===== config.mk =====
export PLATFORM = sky130hd
export DESIGN_NAME = mbf_ram
export DESIGN_NICKNAME = d
export VERILOG_FILES = /design/src/sv/mbf_ram.sv
export SDC_FILE = /design/constraint.sdc
export NUM_CORES = 1
export LEC_CHECK = 0
export BUFFER_PORTS_ARGS = -buffer_cell sky130_fd_sc_hd__buf_2
export CORE_AREA = 3 3 106 108
export CTS_BUF_LIST = sky130_fd_sc_hd__clkbuf_4 sky130_fd_sc_hd__clkbuf_8 sky130_fd_sc_hd__clkbuf_16
export CTS_CLUSTER_SIZE = 40
export DETAILED_ROUTE_END_ITERATION = 12
export DIE_AREA = 0 0 109 111
export HOLD_SLACK_MARGIN = 0.12
export PLACE_DENSITY = 0.66
export SLEW_MARGIN = 10
export SYNTH_ARGS = -nofsm -noshare
export SYNTH_HDL_FRONTEND = slang
export SYNTH_SLANG_ARGS = --single-unit

===== constraint.sdc =====
create_clock -name clock -period 3.73 [get_ports clock]
set_input_delay 0.5595 -clock clock [delete_from_list [all_inputs] [get_ports clock]]
set_output_delay 0.5595 -clock clock [all_outputs]
set_load 0.1 [all_outputs]

===== src/sv/mbf_ram.sv =====
module mbf_ram #(
   parameter int WIDTH = 8,
   parameter int DEPTH = 16
) (
   input  logic                     clock,
   input  logic                     wr_en,
   input  logic [$clog2(DEPTH)-1:0] wr_addr,
   input  logic [WIDTH-1:0]         wr_data,
   input  logic [$clog2(DEPTH)-1:0] rd_addr,
   output logic [WIDTH-1:0]         rd_data
);

   logic [WIDTH-1:0] mem_ff [DEPTH];

   // one write port, registered read port
   always_ff @(posedge clock) begin
      if (wr_en) begin
         mem_ff[wr_addr] <= wr_data;
      end
      rd_data <= mem_ff[rd_addr];
   end

endmodule


* Yosys cells after proc, flatten, opt, wreduce, memory -nomap -nowiden *
Memories as Yosys holds them, arrays and structs flattened. A register that Yosys moved wholly into a read port is not among the register bits.
Index checks and enable logic that the tools add are counted.

cells by class
  multiplexer cells = 2

operators with widths
  operator  count
  $mux 1    2

word-level totals
  memories kept = 1
  bits of input ports = 18
  bits in writable memories = 128
  logic and storage cells = 3
  register bits after elaboration = 0

memories
  name    words  bits a word  read ports  clocked after Yosys merged registers in  wr ports  line  text
  mem_ff  16     8            1           1                                        1         13    logic [WIDTH-1:0] mem_ff [DEPTH];

* Depth between registers and ports, before layout *
Gate-level depths: netlist of run 1.

  depth after elaboration = 2
  depth in mapped cells = 5

* Least setup slack after synthesis of run 1 *
OpenSTA, ideal clock, no wires.

  path kind = input-to-reg
  start point = in wr_addr[2]
  end point = mem mem_ff[0][0] (enable)
  path buffers = 0
  stages = 2
  arrival time = 1.669 ns
  setup slack = 1.678 ns
  cells stage by stage = or3b_2 nor3_1

RTL lines
  what                line  text
  start: declaration  7     input logic [$clog2(DEPTH)-1:0] wr_addr,
  end: declaration    13

Straight into the memory's write port.

* Final worst setup path of run 1 *
  start point = reg rd_data[7], read port of mem_ff
  end point = out rd_data[7]

RTL lines
  what                line  text
  start: declaration  10    output logic [WIDTH-1:0] rd_data

No word-level cell between the ends.

==> run_results.csv, run 1 <==
group,metric,value,unit
clocking,clkLatencyLatePin,0.51,ns
final_layout,drive_above_1_share,0.281,
timing,finalCriticalPeriod,1.90,ns
floorplan,start_util,0.499,
power,ir_drop,0.000326,V
timing,fmax,526,MHz
worst_setup_path,critPathBufInv,1,
synthesis,synth_cell_types,19,
placement,placed_area,5390,sq um
final_layout,syn_to_final_growth,16.4,%
worst_setup_path,worstRegToRegCells,3,
floorplan,ios,26,
final_layout,stdcell_area,5990,sq um
power,p_per_area,598,nW/um^2
timing,setup_viol,0,
worst_setup_path,worst-path-max-fanout,1,
synthesis,netlist.area_leader.share,0.747,
synthesis,ys_seq_area_frac,0.778,
route,drcViolationCount,0,
clocking,clock_sinks,136,
synthesis,synth_common_cells,"edfxtp_1, mux4_2, a22oi_1",
synthesis,synth-edff-count,128,
route,routedWlPerCell,22.1,um
synthesis,async_flop_share,0,
synthesis,synth_area,5150,sq um
worst_setup_path,cp.required,3.17,ns
worst_setup_path,critPathTopFamily,"buffers and inverters",
min_path,hold_path_class,"input pin to flop",
floorplan,rows,37,
grt,grt_use_total,0.171,
placement,place.gp.congestion,0.707,
placement,io_buffers,25,
floorplan,die_w,109,um
final_layout,multiInputGateArea,1060,sq um
worst_setup_path,startpoint_type,"flop",
grt,gr-total-overflow,0,
outcome,status,"finished, final reports clean",
power,power_switching,781,uW
worst_setup_path,regToRegSetupSlack,2.39,ns
synthesis,yosys_warnings,0,
final_layout,diodes,0,
placement,dp_hpwl,5.64,mm
timing,drv_slew,0,
synthesis,synthFlopType,"edfxtp_1",
worst_setup_path,rr_startpoint,"mem_ff[1][1]$_DFFE_PP_",
power,swShare,0.218,
timing,max_slew_margin,0.255,
worst_setup_path,crit_chain,"buf_2",
floorplan,core-area,10300,sq um
final_layout,regArea,4000,sq um
clocking,clock_path_buffers,2,
route,num_vias,2345,
floorplan,die_area,12100,sq um
worst_setup_path,slowest_stage,"buf_2",
synthesis,avgSynthCellArea,22.5,sq um
route,firstDrtPassIters,5,
worst_setup_path,cpPeakStageDelay,0.45,ns
clocking,cts_tree,"done",
timing,worst_pin_slew,1.11,ns
grt,grt_pass1_wl,14.3,mm
synthesis,synth_seq_cells,136,
power,p_int,2.80,mW
power,p_clk_frac,0.459,
timing,skew,0.00615,ns
worst_setup_path,path_class,"flop to primary output",
timing,period_share,0.510,
worst_setup_path,cp_num_cells,1,
synthesis,synth.most_common_cell,"edfxtp_1",
timing,finalHoldViolations,0,
clocking,clockRootBuffer,"clkbuf_8",
clocking,postCtsHoldBufs,0,
worst_setup_path,crit_start,"rd_data[7]$_DFF_P_",
clocking,cts.htree.levels,4,
synthesis,syn_inst,229,
grt,grt_pass1_vias,2428,
worst_setup_path,cp-end-kind,"primary output",
grt,grt_max_degree,33,
grt,antenna_found_initial,0,
synthesis,yosys.area.top_type,"edfxtp_1",
final_layout,fillers,753,
power,p_leak,2.00,nW
synthesis,synthTopCellsByArea,"edfxtp_1, mux4_2, mux4_1",
route,drt_iter0_markers,208,
power,p_comb_frac,0.061,
clocking,cts_buffers,17,
worst_setup_path,crit_arrival,1.34,ns
clocking,post_cts_resized,0,
timing,setup_tns,0,ns
floorplan,die_y,111,um
final_layout,fin_nets,286,
flow_run,maxCapViolations,0,
timing,grt_setup_unrepaired,"false",
clocking,cts_setup_buffers,0,
synthesis,syn-num-nets,247,
route,post_drt_via_cell_ratio,5.62,
worst_setup_path,r2r-end,"rd_data[1]$_DFF_P_",
route,detail-route-antenna-nets,0,
worst_setup_path,crit_path_end,"rd_data[7]",
clocking,path_clk_slew,0.06,ns
route,totalWireLength,9.21,mm
power,power_frac_seq,0.480,
==> through the flow <==
stage,hold slack [ns],std cells,worst slack (ns),total power [mW],util
after floorplan,0.629,229,1.68,1.91,-
after global placement,0.649,385,1.41,1.97,0.522
after detailed placement,0.659,385,1.43,1.97,0.522
after CTS,0.412,417,1.79,3.61,0.580
after global routing,0.425,417,1.78,3.69,0.580
final,0.425,417,1.83,3.58,0.580
==> logic make-up after synthesis <==
logic type	synth area share
multiplexers	0.150
buffers and inverters	0.0168
AO/OA/AOI/OAI	0.0233
flip-flops	0.778
AND/OR/NAND/NOR	0.0318
==> power groups by stage <==
stage / combinational (mW) / sequential [mW] / clock, mW
global route: 0.233 / 1.72 / 1.74
detailed placement: 0.221 / 1.75 / 0
global placement: 0.220 / 1.75 / 0
floorplan: 0.0867 / 1.82 / 0
CTS: 0.221 / 1.72 / 1.66
finish: 0.218 / 1.72 / 1.64
==> state kept, by name, indices dropped and copies added (netlist names) <==
register,count
mem_ff,128
rd_data,8
==> layout make-up <==
type / instances / share of cell area
Clock buffer: 18 / 0.0704
Clock inverter: 14 / 0.0290
Multi-Input combinational cell: 83 / 0.177
Sequential cell: 136 / 0.668
Tap cell: 136 / 0.0284
Timing Repair Buffer: 30 / 0.0272
==> layer usage <==
metal	GRT usage	share of wire	vias up	wire length, um
met5	0	0	-	0
met4	0.0631	0.0087	0	80
met3	0.0466	0.078	5	719
met2	0.258	0.50	89	4640
met1	0.241	0.41	1201	3760
li1	-	-	1050	-
==> how the worst min path moves through the flow <==
stage	start	to	slack (ns)	depth (start not counted)
2_1_floorplan	mem_ff[7][0]$_DFFE_PP_	rd_data[0]$_DFF_P_	0.63	3
3_3_place_gp	mem_ff[15][0]$_DFFE_PP_	rd_data[0]$_DFF_P_	0.65	3
3_5_place_dp	mem_ff[12][0]$_DFFE_PP_	rd_data[0]$_DFF_P_	0.66	3
4_1_cts	wr_data[3]	mem_ff[12][3]$_DFFE_PP_	0.41	1
5_1_grt	wr_data[3]	mem_ff[12][3]$_DFFE_PP_	0.42	1
6_report	wr_data[3]	mem_ff[12][3]$_DFFE_PP_	0.43	1
==> layout by cell type, fill, tap and decap left out <==
| cell type | count |
|---|---|
| and2_1 | 1 |
| clkinv_4 | 5 |
| nand3b_1 | 2 |
| nor3_1 | 4 |
| inv_6 | 2 |
| nand3_1 | 1 |
| clkbuf_8 | 1 |
| nor2b_1 | 1 |
| bufinv_16 | 3 |
| dfxtp_1 | 8 |
| clkbuf_4 | 1 |
| buf_4 | 5 |
| buf_2 | 25 |
| mux4_1 | 14 |
| edfxtp_1 | 128 |
| clkinv_1 | 2 |
| mux4_2 | 18 |
| and2b_1 | 1 |
| nand2b_1 | 2 |
| clkbuf_16 | 16 |
| nand2_1 | 9 |
| clkinvlp_4 | 2 |
| or3b_2 | 1 |
| a22oi_1 | 16 |
| nor2_1 | 13 |
(Power assumes the default switching activity.)
==> run 2: changes to the inputs <==
- ABC_AREA: not set -> 1
- CORE_AREA: 3 3 106 108 -> 3 3 112 114
- DIE_AREA: 0 0 109 111 -> 0 0 115 117
- clock period: 3.73 -> 1.8 ns (I/O delays scaled with it)
==> run_results.csv, run 2 <==
group,metric,value,unit
outcome,status,"finished, final reports clean",
power,finalPower,7.75,mW
clocking,cts_buffers,17,
clocking,cts_setup_buffers,0,
timing,setup_tns,0,ns
synthesis,netlist.area_leader.share,0.667,
route,detail-route-antenna-nets,0,
floorplan,rows,39,
floorplan,ios,26,
synthesis,avgSynthCellArea,10.5,sq um
min_path,min_delay_path_depth,3,
synthesis,synth_seq_cells,136,
final_layout,largest_register_ffs,128,
synthesis,async_flop_share,0,
floorplan,die_w,115,um
grt,grt_use_total,0.213,
final_layout,final_core_util,0.581,
grt,grt_max_degree,65,
worst_setup_path,crit_chain,"buf_2",
placement,place.gp.congestion,0.841,
synthesis,syn-num-nets,569,
power,ir_drop,0.000516,V
synthesis,synth_cell_types,12,
worst_setup_path,startpoint_type,"flop",
timing,worst_hold_slack,0.205,ns
synthesis,syn_inst,551,
synthesis,synthFlopType,"edfxtp_1",
power,p_leak,2.93,nW
floorplan,die_area,13500,sq um
grt,grt_pass1_vias,3799,
route,drcViolationCount,0,
grt,antenna_found_initial,0,
final_layout,final_common_cell,"nand2_1",
worst_setup_path,critPathBufInv,1,
floorplan,start_util,0.501,
placement,pre_cts_ws,0.352,ns
timing,finalCriticalPeriod,1.45,ns
power,power_frac_seq,0.460,
clocking,cts.htree.levels,4,
power,power_switching,1.73,mW
worst_setup_path,cp.required,1.53,ns
timing,fin_ws,0.355,ns
power,p_comb_frac,0.075,
clocking,post_cts_resized,0,
synthesis,synthTopCellsByArea,"edfxtp_1, nand2_1, nand3_1",
power,p_clk_frac,0.465,
floorplan,core-area,11500,sq um
clocking,path_clk_slew,0.06,ns
final_layout,top_regs,"mem_ff (128), rd_data (8)",
timing,drv_slew,0,
clocking,clockRootBuffer,"clkbuf_16",
timing,worst_pin_slew,0.595,ns
synthesis,synth-edff-count,128,
power,p_int,6.02,mW
power,p_per_area,1160,nW/um^2
worst_setup_path,crit_arrival,1.18,ns
final_layout,drive_above_1_share,0.129,
placement,dp_hpwl,8.05,mm
timing,setup_viol,0,
final_layout,syn_to_final_growth,16.1,%
route,num_vias,3854,
synthesis,yosys.area.top_type,"edfxtp_1",
clocking,clock_sinks,136,
min_path,hold_path_class,"input pin to flop",
final_layout,stdcell_area,6700,sq um
synthesis,synth_area,5770,sq um
clocking,clkLatencyLatePin,0.41,ns
worst_setup_path,slowest_stage,"buf_2",
worst_setup_path,worstRegToRegCells,6,
timing,period_share,0.803,
timing,max_slew_margin,0.603,
synthesis,synth_common_cells,"nand2_1, edfxtp_1, inv_1",
synthesis,ys_seq_area_frac,0.694,
worst_setup_path,path_class,"flop to primary output",
final_layout,diodes,0,
synthesis,yosys_warnings,0,
placement,placed_area,6070,sq um
timing,finalHoldViolations,0,
worst_setup_path,worst-path-max-fanout,1,
route,firstDrtPassIters,5,
placement,place_inst,714,
clocking,clock_path_buffers,2,
timing,grt_setup_unrepaired,"false",
grt,grt_pass1_wl,21.0,mm
worst_setup_path,critPathTopFamily,"buffers and inverters",
grt,gr-total-overflow,0,
clocking,postCtsHoldBufs,0,
worst_setup_path,cp_num_cells,1,
timing,skew,0.00504,ns
final_layout,fin_nets,608,
final_layout,stdcell_count,746,
placement,io_buffers,25,
worst_setup_path,cpPeakStageDelay,0.43,ns
worst_setup_path,cp-end-kind,"primary output",
final_layout,top_register,"mem_ff",
flow_run,maxCapViolations,0,
route,totalWireLength,13.2,mm
route,post_drt_via_cell_ratio,5.17,
synthesis,synth.most_common_cell,"nand2_1",
timing,fmax,692,MHz
final_layout,layout_common_cells,"nand2_1, edfxtp_1, inv_1",
route,drt_iter0_markers,347,
floorplan,die_y,117,um
clocking,cts_tree,"done",
route,routedWlPerCell,17.8,um
power,swShare,0.223,
run 2: cell types whose count changed after synthesis, moves of 4 or more:
| cell | before | now |
|---|---|---|
| mux4_2 | 18 | 0 |
| nor2_1 | 13 | 17 |
| mux4_1 | 14 | 0 |
| nand3_1 | 1 | 97 |
| inv_1 | 0 | 100 |
| buf_2 | 3 | 13 |
| a22oi_1 | 16 | 0 |
| nand2_1 | 9 | 173 |
| nor3_1 | 4 | 0 |
run 2: area by class of cell:
cell class / instances / area [sq um]
fillers: 963 / 4820
multi-input cells: 289 / 1210
inverters: 102 / 383
flip-flops and latches: 136 / 4000
clock buffers: 19 / 447
well taps: 143 / 179
clock inverters: 13 / 178
repair buffers: 44 / 293
run 2: cell families (layout without fill, tap and decap cells):
family / count (synthesis) / count (layout) / share of synthesized area
and+or+nand+nor: 289 / 289 / 0.210
DFF: 136 / 136 / 0.694
buffers and inverters: 126 / 178 / 0.0952
run 2: power groups by stage:
stage          registers, mW  clock network (mW)  logic, mW
4_1_cts                 3.56                3.65      0.583
6_report                3.56                3.61      0.582
3_5_place_dp            3.63                   0      0.577
5_1_grt                 3.57                3.81      0.634
2_1_floorplan           3.77                   0      0.250
3_3_place_gp            3.63                   0      0.572
run 2: metal layers:
layer  GRT usage  part of all wire  up-vias
met5           0                 0        -
met1       0.293              0.43     1848
li1            -                 -     1853
met2       0.338              0.49      134
met4      0.0681             0.014        0
met3      0.0509             0.065       19
run 2: final timing paths:
check / from / slack (ns) / endpoint
max: rd_data[7]$_DFF_P_ / 0.35 / rd_data[7]
min: rd_addr[3] / 0.20 / rd_data[2]$_DFF_P_
max reg2reg: mem_ff[11][5]$_DFFE_PP_ / 0.75 / rd_data[5]$_DFF_P_
min reg2reg: mem_ff[12][2]$_DFFE_PP_ / 0.68 / rd_data[2]$_DFF_P_
==> run 3: changes to the inputs <==
- clock period: 1.8 -> 1.5 ns (I/O delays scaled with it)
==> run_results.csv, run 3 (synthesis results as in run 2) <==
group,metric,value,unit
outcome,status,"finished, final reports clean",
worst_setup_path,cpPeakStageDelay,0.45,ns
route,drcViolationCount,0,
final_layout,diodes,0,
placement,place.gp.congestion,0.811,
clocking,cts_tree,"done",
route,drt_iter0_markers,402,
final_layout,largest_register_ffs,128,
grt,grt_pass1_wl,20.0,mm
worst_setup_path,rr_startpoint,"mem_ff[1][0]$_DFFE_PP_",
floorplan,die_area,13500,sq um
timing,period_share,0.978,
timing,max_slew_margin,0.673,
worst_setup_path,critPathTopFamily,"buffers and inverters",
floorplan,die_w,115,um
final_layout,multiInputGateArea,1210,sq um
power,p_leak,2.93,nW
worst_setup_path,slowest_stage,"buf_2",
power,p_per_area,1360,nW/um^2
timing,finalCriticalPeriod,1.47,ns
final_layout,fillers,933,
clocking,clock_sinks,136,
power,p_comb_frac,0.077,
worst_setup_path,crit_chain,"buf_2",
clocking,clkLatencyLatePin,0.42,ns
worst_setup_path,path_class,"flop to primary output",
clocking,clock_path_buffers,2,
floorplan,ios,26,
power,p_int,7.04,mW
timing,setup_tns,0,ns
clocking,path_clk_slew,0.05,ns
timing,worst_hold_slack,0.162,ns
timing,finalHoldViolations,0,
placement,place_inst,720,
final_layout,fin_nets,614,
worst_setup_path,cp-end-kind,"primary output",
worst_setup_path,worst-path-max-fanout,1,
route,totalWireLength,12.6,mm
power,p_clk_frac,0.454,
final_layout,drive_above_1_share,0.135,
clocking,postCtsHoldBufs,0,
clocking,cts_buffers,17,
clocking,cts_setup_buffers,0,
worst_setup_path,startpoint_type,"flop",
worst_setup_path,cp.required,1.27,ns
floorplan,core-area,11500,sq um
route,num_vias,3846,
grt,grt_use_total,0.204,
min_path,hp-start,"rd_addr[3]",
grt,grt_pass1_vias,3690,
grt,gr-total-overflow,0,
power,power_frac_seq,0.470,
timing,skew,0.00423,ns
worst_setup_path,crit_arrival,1.24,ns
final_layout,final_common_cell,"nand2_1",
final_layout,stdcell_count,752,
floorplan,die_y,117,um
timing,grt_setup_unrepaired,"false",
timing,drv_slew,0,
route,routedWlPerCell,16.7,um
clocking,cts.htree.levels,4,
clocking,clockRootBuffer,"clkbuf_16",
route,firstDrtPassIters,5,
final_layout,syn_to_final_growth,16.4,%
worst_setup_path,crit_start,"rd_data[7]$_DFF_P_",
placement,dp_hpwl,7.93,mm
final_layout,top_register,"mem_ff",
grt,grt_max_degree,65,
final_layout,top_regs,"mem_ff (128), rd_data (8)",
power,power_switching,2.07,mW
final_layout,layout_common_cells,"nand2_1, edfxtp_1, inv_1",
placement,io_buffers,25,
timing,setup_viol,0,
floorplan,rows,39,
worst_setup_path,critPathBufInv,1,
power,ir_drop,0.000693,V
timing,fmax,682,MHz
timing,worst_pin_slew,0.494,ns
clocking,post_cts_resized,0,
final_layout,regArea,4000,sq um
floorplan,start_util,0.501,
route,post_drt_via_cell_ratio,5.11,
grt,antenna_found_initial,0,
power,swShare,0.227,
min_path,hold_path_class,"input pin to flop",
route,detail-route-antenna-nets,0,
power,finalPower,9.11,mW
flow_run,maxCapViolations,0,
==> run 3: layer usage <==
metal	up-vias	GRT usage	share of wire
met4	0	0.0751	0.017
met3	18	0.0499	0.070
met2	132	0.323	0.47
met1	1831	0.278	0.44
li1	1865	-	-
met5	-	0	0
==> run 3: through the flow <==
step | area (sq um) | util | worst slack, ns
finish | 6710 | 0.583 | 0.0331
global route | 6710 | 0.583 | 0.00544
CTS | 6710 | 0.583 | 0.00288
detailed placement | 6120 | 0.531 | 0.190
global placement | 6120 | 0.531 | 0.212
floorplan | 5770 | - | 0.324
==> run 3: area by class of cell <==
class                   instances  area share
flip-flops and latches        136       0.596
multi-input cells             289       0.181
clock buffers                  19      0.0656
inverters                     102      0.0570
repair buffers                 50      0.0503
well taps                     143      0.0267
clock inverters                13      0.0231
==> run 3: final timing paths <==
kind              cells past startpoint  slack (ns)            endpoint
setup reg to reg                      6        0.47  rd_data[0]$_DFF_P_
hold reg to reg                       6        0.67  rd_data[4]$_DFF_P_
setup / recovery                      1        0.03          rd_data[7]
hold / removal                        3        0.16  rd_data[3]$_DFF_P_
==> run 3: tightest hold or removal path: cells and delay by family <==
family	cells	cell delay (ns)
buffers and inverters	1	0.17
AND/OR/NAND/NOR	2	0.14
==> run 3: power by group through the flow <==
stage          Sequential, mW  Combinational [mW]  Clock (mW)
2_1_floorplan            4.53               0.300           0
3_3_place_gp             4.36               0.689           0
3_5_place_dp             4.36               0.696           0
4_1_cts                  4.28               0.702        4.18
5_1_grt                  4.28               0.762        4.35
6_report                 4.28               0.698        4.13
